`src/rtl/core/hdlcd_pkg.sv`:
```
package hdlcd_pkg;

    localparam logic [10:0] MAX_FRAME = 11'd1024;

    typedef enum logic [1:0] {
        CFG_FLAG_BYTE   = 2'd0,
        CFG_ESCAPE_BYTE = 2'd1,
        CFG_XOR_MASK    = 2'd2,
        CFG_MAX_PAYLOAD = 2'd3
    } cfg_index_t;

    typedef enum logic [1:0] {
        PH_AWAIT = 2'd0,
        PH_DATA  = 2'd1,
        PH_ESC   = 2'd2
    } phase_t;

    typedef enum logic [3:0] {
        EV_IGNORED  = 4'd0,
        EV_BYTE     = 4'd1,
        EV_DONE     = 4'd2,
        EV_LINE     = 4'd3,
        EV_NOFLAG   = 4'd4,
        EV_EMPTY    = 4'd5,
        EV_OVERFLOW = 4'd6,
        EV_BADESC   = 4'd7,
        EV_ESC      = 4'd8,
        EV_OPEN     = 4'd9,
        EV_ARMED    = 4'd10
    } event_t;

    typedef struct packed {
        logic [7:0]  flag_byte;
        logic [7:0]  escape_byte;
        logic [7:0]  escape_xor_mask;
        logic [10:0] max_payload;
    } cfg_t;

    typedef struct packed {
        logic       op;
        logic [7:0] rx_byte;
        logic       overrun_err;
        logic       framing_err;
        logic       parity_err;
    } item_t;

    typedef struct packed {
        phase_t      phase;
        logic        armed;
        logic [10:0] payload_count;
    } rx_state_t;

    typedef struct packed {
        logic [15:0] overrun;
        logic [15:0] framing;
        logic [15:0] parity;
        logic [15:0] missing_flag;
        logic [15:0] empty_frame;
        logic [15:0] overflow;
        logic [15:0] bad_escape;
    } counters_t;

endpackage

```
`src/rtl/core/hdlcd_decode.sv`:
```
module hdlcd_decode
    import hdlcd_pkg::*;
(
    input  cfg_t        cfg,
    input  item_t       item,
    input  rx_state_t   state,
    input  counters_t   counts,
    output rx_state_t   state_next,
    output counters_t   counts_next,
    output event_t      event_res,
    output logic [7:0]  data_byte
);

    function automatic logic [15:0] sat_inc(input logic [15:0] c);
        sat_inc = (c == 16'hFFFF) ? c : c + 16'd1;
    endfunction

    logic [10:0] limit;
    logic        room;
    logic [7:0]  unescaped;

    assign limit     = (cfg.max_payload > MAX_FRAME) ? MAX_FRAME : cfg.max_payload;
    assign room      = state.payload_count < limit;
    assign unescaped = item.rx_byte ^ cfg.escape_xor_mask;

    always_comb
    begin
        state_next  = state;
        counts_next = counts;
        event_res   = EV_IGNORED;
        data_byte   = 8'd0;
        priority if (item.op)
        begin
            state_next.phase         = PH_AWAIT;
            state_next.payload_count = 11'd0;
            state_next.armed         = 1'b1;
            event_res                = EV_ARMED;
        end
        else if (!state.armed)
        begin
            event_res = EV_IGNORED;
        end
        else if (item.overrun_err || item.framing_err || item.parity_err)
        begin
            priority if (item.overrun_err)
                counts_next.overrun = sat_inc(counts.overrun);
            else if (item.framing_err)
                counts_next.framing = sat_inc(counts.framing);
            else
                counts_next.parity = sat_inc(counts.parity);
            state_next.phase = PH_AWAIT;
            event_res        = EV_LINE;
        end
        else if (state.phase == PH_DATA)
        begin
            priority if (item.rx_byte == cfg.flag_byte)
            begin
                if (state.payload_count != 11'd0)
                begin
                    state_next.armed = 1'b0;
                    event_res        = EV_DONE;
                end
                else
                begin
                    counts_next.empty_frame = sat_inc(counts.empty_frame);
                    event_res               = EV_EMPTY;
                end
            end
            else if (item.rx_byte == cfg.escape_byte)
            begin
                state_next.phase = PH_ESC;
                event_res        = EV_ESC;
            end
            else if (room)
            begin
                state_next.payload_count = state.payload_count + 11'd1;
                data_byte                = item.rx_byte;
                event_res                = EV_BYTE;
            end
            else
            begin
                counts_next.overflow = sat_inc(counts.overflow);
                state_next.phase     = PH_AWAIT;
                event_res            = EV_OVERFLOW;
            end
        end
        else if (state.phase == PH_ESC)
        begin
            priority if (!room)
            begin
                counts_next.overflow = sat_inc(counts.overflow);
                state_next.phase     = PH_AWAIT;
                event_res            = EV_OVERFLOW;
            end
            else if (unescaped == cfg.flag_byte || unescaped == cfg.escape_byte)
            begin
                state_next.payload_count = state.payload_count + 11'd1;
                state_next.phase         = PH_DATA;
                data_byte                = unescaped;
                event_res                = EV_BYTE;
            end
            else
            begin
                counts_next.bad_escape = sat_inc(counts.bad_escape);
                state_next.phase       = PH_AWAIT;
                event_res              = EV_BADESC;
            end
        end
        else
        begin
            if (item.rx_byte == cfg.flag_byte)
            begin
                state_next.phase         = PH_DATA;
                state_next.payload_count = 11'd0;
                event_res                = EV_OPEN;
            end
            else
            begin
                state_next.phase         = PH_AWAIT;
                counts_next.missing_flag = sat_inc(counts.missing_flag);
                event_res                = EV_NOFLAG;
            end
        end
    end

endmodule

```
`src/rtl/core/hdlc_byte_stuffing_deframer.sv`:
```
// channel   direction  content
// s_*       in         tuser op, tdata rx_byte and line error flags
// m_*       out        tuser event, tdata decoded byte, length, error counters
// cfg_*     in         register writes, no read-back
//
// one beat per cycle sustained while m_tready is high; an input beat reaches the result beat via the
// input register, then decode and state update into the result register
// reset returns to disarmed, awaiting opening flag, all counters zero
// a stalled result still lets one more beat into the input register
module hdlc_byte_stuffing_deframer
    import hdlcd_pkg::*;
(
    input  logic         clk,
    input  logic         rst_n,
    input  logic         s_tvalid,
    output logic         s_tready,
    input  logic [15:0]  s_tdata,   // rx_byte, overrun_err, framing_err, parity_err
    input  logic         s_tuser,   // op
    output logic         m_tvalid,
    input  logic         m_tready,
    output logic [135:0] m_tdata,   // data_byte, frame_length, overrun_total,
                                    // framing_total, parity_total, missing_flag_total,
                                    // empty_frame_total, overflow_total, bad_escape_total
    output logic [3:0]   m_tuser,   // event_res
    input  logic         cfg_wen,
    input  logic [1:0]   cfg_addr,
    input  logic [10:0]  cfg_wdata
);

    cfg_t       cfg_reg;
    item_t      in_item_reg;
    logic       in_valid_reg;
    rx_state_t  state_reg;
    rx_state_t  state_next;
    counters_t  counts_reg;
    counters_t  counts_next;
    logic       out_valid_reg;
    event_t     out_event_reg;
    event_t     event_next;
    logic [7:0] out_data_reg;
    logic [7:0] data_next;
    logic       advance;

    assign advance  = in_valid_reg && (!out_valid_reg || m_tready);
    assign s_tready = !in_valid_reg || advance;

    always_ff @(posedge clk or negedge rst_n)
    begin
        if (!rst_n)
        begin
            cfg_reg.flag_byte       <= 8'd126;
            cfg_reg.escape_byte     <= 8'd125;
            cfg_reg.escape_xor_mask <= 8'd32;
            cfg_reg.max_payload     <= 11'd1024;
        end
        else if (cfg_wen)
        begin
            unique case (cfg_index_t'(cfg_addr))
                CFG_FLAG_BYTE:   cfg_reg.flag_byte       <= cfg_wdata[7:0];
                CFG_ESCAPE_BYTE: cfg_reg.escape_byte     <= cfg_wdata[7:0];
                CFG_XOR_MASK:    cfg_reg.escape_xor_mask <= cfg_wdata[7:0];
                CFG_MAX_PAYLOAD: cfg_reg.max_payload     <= cfg_wdata;
                default:         cfg_reg.max_payload     <= cfg_wdata;
            endcase
        end
    end

    always_ff @(posedge clk or negedge rst_n)
    begin
        if (!rst_n)
            in_valid_reg <= 1'b0;
        else if (s_tready)
            in_valid_reg <= s_tvalid;
    end

    always_ff @(posedge clk)
    begin
        if (s_tvalid && s_tready)
        begin
            in_item_reg.op          <= s_tuser;
            in_item_reg.rx_byte     <= s_tdata[7:0];
            in_item_reg.overrun_err <= s_tdata[8];
            in_item_reg.framing_err <= s_tdata[9];
            in_item_reg.parity_err  <= s_tdata[10];
        end
    end

    hdlcd_decode u_decode (
        .cfg         (cfg_reg),
        .item        (in_item_reg),
        .state       (state_reg),
        .counts      (counts_reg),
        .state_next  (state_next),
        .counts_next (counts_next),
        .event_res   (event_next),
        .data_byte   (data_next)
    );

    always_ff @(posedge clk or negedge rst_n)
    begin
        if (!rst_n)
        begin
            state_reg.phase         <= PH_AWAIT;
            state_reg.armed         <= 1'b0;
            state_reg.payload_count <= 11'd0;
            counts_reg              <= '0;
            out_valid_reg           <= 1'b0;
        end
        else
        begin
            if (!out_valid_reg || m_tready)
                out_valid_reg <= in_valid_reg;
            if (advance)
            begin
                state_reg  <= state_next;
                counts_reg <= counts_next;
            end
        end
    end

    always_ff @(posedge clk)
    begin
        if (advance)
        begin
            out_event_reg <= event_next;
            out_data_reg  <= data_next;
        end
    end

    // counters and length reflect the beat in the result register
    assign m_tvalid = out_valid_reg;
    assign m_tuser  = out_event_reg;
    assign m_tdata  = {5'd0,
                       counts_reg.bad_escape,
                       counts_reg.overflow,
                       counts_reg.empty_frame,
                       counts_reg.missing_flag,
                       counts_reg.parity,
                       counts_reg.framing,
                       counts_reg.overrun,
                       state_reg.payload_count,
                       out_data_reg};

    a_arm_clears_length: assert property (@(posedge clk) disable iff (!rst_n)
        (m_tvalid && m_tuser == EV_ARMED) |-> (m_tdata[18:8] == 11'd0))
        else $error("arm beat with nonzero frame length");

    a_byte_counted: assert property (@(posedge clk) disable iff (!rst_n)
        (m_tvalid && m_tuser == EV_BYTE) |-> (m_tdata[18:8] != 11'd0))
        else $error("payload beat with zero frame length");

    a_escape_armed: assert property (@(posedge clk) disable iff (!rst_n)
        (state_reg.phase == PH_ESC) |-> state_reg.armed)
        else $error("escape phase while disarmed");

    a_state_moves_with_result: assert property (@(posedge clk) disable iff (!rst_n)
        (!advance && $past(rst_n)) |=> ($stable(state_reg) && $stable(counts_reg)))
        else $error("state changed without a result beat");

endmodule
```
`config.mk`:
```
export PLATFORM = sky130hd
export DESIGN_NAME = hdlc_byte_stuffing_deframer
export DESIGN_NICKNAME = d
export VERILOG_FILES = /design/src/rtl/core/hdlcd_pkg.sv /design/src/rtl/core/hdlcd_decode.sv /design/src/rtl/core/hdlc_byte_stuffing_deframer.sv
export SDC_FILE = /design/constraint.sdc
export NUM_CORES = 1
export LEC_CHECK = 0
export BUFFER_PORTS_ARGS = -buffer_cell sky130_fd_sc_hd__buf_2
export CORE_MARGIN = 3
export CORE_UTILIZATION = 40
export DETAILED_ROUTE_END_ITERATION = 16
export GPL_TIMING_DRIVEN = 0
export SYNTH_ARGS = -nofsm -noshare
export SYNTH_HDL_FRONTEND = slang
export SYNTH_SLANG_ARGS = --single-unit
```
`constraint.sdc`:
```
create_clock -name clk -period 8.3 [get_ports clk]
set_clock_uncertainty 0.15 [all_clocks]
set_input_delay 1.66 -clock clk [delete_from_list [all_inputs] [get_ports clk]]
set_output_delay 1.66 -clock clk [all_outputs]
set_load 0.1 [all_outputs]
```
==> results.cfg, run 1 <==
[drt]
via_count = 6989
wl_per_cell_um = 16.4
post-route-drc-count = 0
drt-total-wl_um = 22400
viasPerCell = 5.11
first_pass_iters = 4
ant_nets = 0
drtIter0Drc = 257

[power_and_ir_drop]
power.total_mw = 2.48
p_comb_share_pct = 21.2
power.internal_mw = 1.64
p_per_area_nw_per_um2 = 216
p_leak_nw = 5.43
p_switching_mw = 0.842
ir_drop_mv = 0.261
power_frac_seq_pct = 43.6
swShare_pct = 33.9
clkPwrFrac_pct = 35.2

[floorplan]
die_area_um2 = 25800
rows = 55
fp.dieH_um = 161
die_x_um = 161
num_io_pins = 177
core_um2 = 23100
initial_core_util_pct = 41.5

[critical_path]
path_max_fanout = 15
regToRegStartpoint = cfg_reg[10]
r2r_end = out_data_reg[0]
critPathMaxStageDelay_ps = 550
cp-start-kind = input pin
path_cells = buf_2, nand2b_1, nand2_1, inv_1, nand3_1, or4b_1, buf_2, or3_1, buf_2, or2_1, xnor2_1
path_common_cell = buf_2
cp_slowest_cell = or4b_1
startpoint = m_tready
reg2reg_depth = 10
criticalPathCategory = input pin to register
end_kind = register
crit_end = m_tdata[82]
arrival_ps = 4370
r2r_slack_ps = 4780
cp_data_required_time_ps = 8460

[cells_and_area]
fin_cells = 1368
n_antenna_cell = 0
syn_to_final_growth_pct = 20.0
nets = 1099
largest_reg_flops = 123
drive_gt1_share_pct = 28.3

[clock_tree]
clk-insertion-delay-late_ps = 430
cts.repair.resized = 0
clock_sinks = 187
postCtsSetupRepairBufs = 0
cts_tree = done
cts_root_buf = clkbuf_16
numCtsBuffers = 17
postCtsHoldBufs = 0
path_clk_slew_ps = 70
htree_levels = 4
clockBufferDepth = 2

[placement]
dpl.cell_count = 1336
io_buffers = 166
gp_congestion = 0.839
hpwl_um = 16000
place_ws_ps = 3650

[sta]
tns_ps = 0
period_needed_ps = 4210
hold_viol = 0
fmax_mhz = 238
maxSlewHeadroom_pct = 45.3
drv_slew = 0
finalSetupViolCount = 0
fin_crit_sh_pct = 50.7
rsz0062_at_grt = no
worst_slack_ps = 4090
worst_pin_slew_ps = 817

[synth]
yosys_register_bits = 187
async_flop_share_pct = 87.2
synth_ff_type = dfrtp_1
yosysTopAreaCell = dfrtp_1
ys_warn_count = 0
synth_top_area_share_pct = 39.0
netlist_area_um2 = 9560
synth_area_per_cell_um2 = 11.2
synth.distinct_cells = 64
seq_area_frac_synth_pct = 50.4
synth.area.top_cells = dfrtp_1 (39%), edfxtp_1 (7.5%), xnor2_1 (7.3%)
synth_cells = 852
synth-edff-count = 24

[grt]
grt_pass1_wl_um = 35900
antenna_found_initial = 1
grt_usage_pct = 17.3
grt_pass1_vias = 6832
grt_max_degree = 116
globalRouteOverflowTotal = 0

[flow_run]
cap_violations = 0

[outcome]
status = finished clean

[min_path]
hp-class = register to register
-- cell usage after synthesis (all sizes together), types with 24 or more instances --
cell type / instances
a21oi: 28
buf: 28
dfrtp: 149
edfxtp: 24
mux2: 42
nand2: 81
nand3: 40
nand4: 40
nor2: 29
xnor2: 80
xor2: 28
-- metrics by stage --
| stage | hold slack (ps) | cell area, µm² | util [%] |
|---|---|---|---|
| 2_1_floorplan | 321 | 9580 | - |
| 3_3_place_gp | 324 | 10800 | 46.8 |
| 3_5_place_dp | 326 | 10800 | 47.0 |
| 4_1_cts | 338 | 11500 | 49.8 |
| 5_1_grt | 360 | 11500 | 49.8 |
| 6_report | 330 | 11500 | 49.8 |
-- power groups by stage --
| stage | combinational, mW | clock, mW | sequential [mW] |
|---|---|---|---|
| 3_5_place_dp | 0.528 | 0 | 1.10 |
| 5_1_grt | 0.557 | 0.939 | 1.09 |
| 4_1_cts | 0.531 | 0.898 | 1.08 |
| 6_report | 0.526 | 0.873 | 1.08 |
| 2_1_floorplan | 0.200 | 0 | 1.30 |
| 3_3_place_gp | 0.520 | 0 | 1.10 |
-- worst min-delay path by stage --
stage / from / endpoint / slack [ps] / cells past startpoint
6_report: m_tdata[94] / m_tdata[94] / 330 / 1
5_1_grt: m_tdata[119] / m_tdata[119] / 360 / 1
4_1_cts: m_tdata[94] / m_tdata[94] / 340 / 1
3_5_place_dp: m_tdata[94] / m_tdata[94] / 330 / 1
3_3_place_gp: m_tdata[31] / m_tdata[31] / 320 / 1
2_1_floorplan: cfg_reg[0] / cfg_reg[0] / 320 / 1
-- metal layers --
layer,routed length (µm),track usage [%],part of all wire (%)
met5,9,0,0.040
met4,228,4.18,1.0
met3,1130,4.26,5.0
met2,10500,28.0,47
met1,10500,23.4,47
-- kinds of logic (layout without fill, tap and decap cells) --
logic type	Yosys count	in the layout	synth area share (%)
other	1	5	0.0392
AO/OA/AOI/OAI	92	92	6.29
flip-flops	187	187	50.4
buffers and inverters	67	266	3.42
XOR/XNOR	124	124	13.7
multiplexers	44	44	5.16
adder cells (fa/ha/maj)	22	22	2.88
AND/OR/NAND/NOR	315	315	18.2
-- critical path: cells and delay by family --
| family | cells | cell delay, ps |
|---|---|---|
| buffers and inverters | 4 | 950 |
| and+or+nand+nor | 6 | 1620 |
| xor gates and xnor gates | 1 | 130 |
-- cell type report --
class	instances	area [µm²]
Buffer	44	240
Clock buffer	18	439
Clock inverter	14	198
Fill cell	2135	11600
Inverter	23	86.3
Multi-Input combinational cell	602	4440
Sequential cell	187	4820
Tap cell	313	392
Timing Repair Buffer	167	868
-- cells in the final DEF (no fill, tap or decap), types with 14 or more instances in the layout --
cell type and instances:
nor3_1 14, dfstp_2 14, nor2_1 29, xnor3_1 16
xor2_1 28, inv_1 22, edfxtp_1 24, a31oi_1 16
buf_2 177, nand3b_1 15, o21ai_0 17, nand2_1 81
ha_1 22, clkbuf_16 17, buf_4 16, nand3_1 40
nand4_1 39, a21oi_1 28, mux2_2 42, clkbuf_1 16
dfrtp_1 149, xnor2_1 80, and3_1 21
(Power assumes the default switching activity.)
==> run 2, diff against run 1 <==
ABC_AREA = 1   (was unset)
clock period = 3.6 ns   (was 8.3 ns; I/O delays follow)
==> run 2 against run 1 <==
  * Worst setup slack lost 3600 ps
  * Via count is 38% higher
  * Sequential power increased by 130%
==> results.cfg, run 2 <==
[cells_and_area]
final_common_cell = nand2_1
nets = 1632
layout_common_cells = nand2_1 (396), buf_2 (176), dfrtp_1 (149), inv_1 (135), nor2_1 (102)
largest_reg_flops = 123
fin_util_pct = 47.8
stdcell_area_um2 = 12900
syn_to_final_growth_pct = 17.2
n_antenna_cell = 0
drive_gt1_share_pct = 19.8

[placement]
io_buffers = 166
gp_congestion = 0.894
hpwl_um = 21200
dpl_cell_area_um2 = 12300
place_ws_ps = 475

[critical_path]
end_kind = register
criticalPathCategory = register to register
cp_slowest_cell = dfrtp_1
crit_family = simple AND/OR/NAND/NOR gates
path_common_cell = nand2_1
path_max_fanout = 10
r2r_slack_ps = 500
arrival_ps = 3260
critPathMaxStageDelay_ps = 410
critPathBufInv = 1
cp-start-kind = register
path_cells = nor4_1, nand3_1, nand2_1, nand2_1, ha_1, a21oi_1, o21ai_0, a21oi_1, nand2_1, nor2_1, nand4_2, buf_2, nand2_1, o21ai_1
cp_data_required_time_ps = 3760

[sta]
worst_pin_slew_ps = 650
rsz0062_at_grt = no
fmax_mhz = 323
worst_slack_ps = 504
hold_viol = 0
period_needed_ps = 3100
maxSlewHeadroom_pct = 56.5
drv_slew = 0
fin_crit_sh_pct = 86.0
tns_ps = 0
finalSetupViolCount = 0

[synth]
synth.distinct_cells = 45
synth_ff_type = dfrtp_1
yosys_register_bits = 187
synth.area.top_cells = dfrtp_1 (34%), nand2_1 (14%), edfxtp_1 (6.6%)
synth_cells = 1385
synth_top_area_share_pct = 33.9
yosysTopAreaCell = dfrtp_1
synth_most_common_cell = nand2_1
ys_warn_count = 0
synth_area_per_cell_um2 = 7.94
synthTopCellsByCount = nand2_1 (396), dfrtp_1 (149), inv_1 (135)
synth-edff-count = 24
netlist_area_um2 = 11000
seq_area_frac_synth_pct = 43.8
async_flop_share_pct = 87.2

[clock_tree]
cts.repair.resized = 0
path_clk_slew_ps = 70
postCtsSetupRepairBufs = 0
clockBufferDepth = 2
numCtsBuffers = 17
clock_sinks = 187
cts_root_buf = clkbuf_16
clk-insertion-delay-late_ps = 430
htree_levels = 4
cts_tree = done
postCtsHoldBufs = 0

[min_path]
hp-class = input pin to async pin

[drt]
drt-total-wl_um = 27800
first_pass_iters = 5
post-route-drc-count = 0
ant_nets = 0
via_count = 9641
drtIter0Drc = 712
wl_per_cell_um = 14.4
viasPerCell = 5.00

[floorplan]
die_x_um = 172
core_um2 = 27000
fp.dieH_um = 172
initial_core_util_pct = 40.8
die_area_um2 = 29500
rows = 60
num_io_pins = 177

[power_and_ir_drop]
p_switching_mw = 2.20
swShare_pct = 37.4
p_per_area_nw_per_um2 = 457
p_leak_nw = 6.30
power_frac_seq_pct = 43.0
clkPwrFrac_pct = 32.5
ir_drop_mv = 0.542
power.internal_mw = 3.69
power.total_mw = 5.88
p_comb_share_pct = 24.5

[grt]
grt_pass1_wl_um = 46100
antenna_found_initial = 0
grt_max_degree = 109
globalRouteOverflowTotal = 0
grt_pass1_vias = 9085
grt_usage_pct = 19.1

[flow_run]
cap_violations = 0

[outcome]
status = finished clean
==> run 2: cell count changes in the layout (fill, tap and decap cells not counted), moves of 20 or more <==
| cell | delta |
|---|---|
| o21ai_1 | +34 |
| mux2_2 | -40 |
| inv_1 | +113 |
| xnor2_1 | -41 |
| nor2_1 | +73 |
| nand3_1 | +58 |
| o21ai_0 | +53 |
| xor2_1 | +44 |
| nand2_1 | +315 |
| and3_1 | -20 |
==> run 2: path summary, 6_finish.rpt <==
| kind | end | depth (start not counted) | startpoint |
|---|---|---|---|
| setup reg to reg | m_tdata[120] | 14 | cfg_reg[2] |
| hold reg to reg | m_tdata[56] | 1 | m_tdata[56] |
| max in group asynchronous | m_tdata[93] | 2 | rst_n |
| hold / removal | m_tdata[14] | 1 | rst_n |
| min in group clk | in_item_reg[4] | 1 | s_tdata[1] |
| setup / recovery | m_tdata[120] | 14 | cfg_reg[2] |
==> run 2: layout make-up <==
type                            count  area (µm²)
Fill cell                        2692       14100
Multi-Input combinational cell   1007        5350
Sequential cell                   187        4820
Timing Repair Buffer              167         868
Inverter                          152         572
Clock buffer                       21         450
Tap cell                          341         427
Buffer                             43         269
Clock inverter                     11         135
==> run 2: worst register-to-register path: cells and delay by family, from the launching register on <==
kind	cells	cell delay, ps
and+or+nand+nor	8	1410
adders and majority gates	1	300
buffers and inverters	1	230
AOI/OAI and AO/OA	4	490
DFF	1	410
==> run 2: cell families after synthesis <==
group / synth area share (%)
mux: 0.205
xor+xnor: 8.84
compound gates: 6.22
flops: 43.8
simple gates: 30.7
buf+inv: 7.65
other cells: 0.0341
fa+ha+maj: 2.50
==> run 2: power by group through the flow <==
stage / Sequential, mW / Clock, mW / Combinational [mW]
after global placement: 2.57 / 0 / 1.43
after floorplan: 3.18 / 0 / 0.502
after detailed placement: 2.57 / 0 / 1.44
final: 2.53 / 1.91 / 1.44
after CTS: 2.53 / 1.98 / 1.45
after global routing: 2.56 / 2.06 / 1.56
==> run 2: stage by stage <==
step	hold WS [ps]	instances
finish	53.3	1929
global placement	334	1896
detailed placement	337	1897
floorplan	274	1389
global route	73.1	1929
CTS	55.2	1929
==> run 2: layer usage <==
| metal | share of wire [%] | up-vias | global-route usage, % |
|---|---|---|---|
| met4 | 1.1 | 0 | 4.44 |
| li1 | - | 4844 | - |
| met2 | 45 | 249 | 30.0 |
| met1 | 48 | 4519 | 27.4 |
| met3 | 6.6 | 29 | 4.07 |
| met5 | 0 | - | 0 |
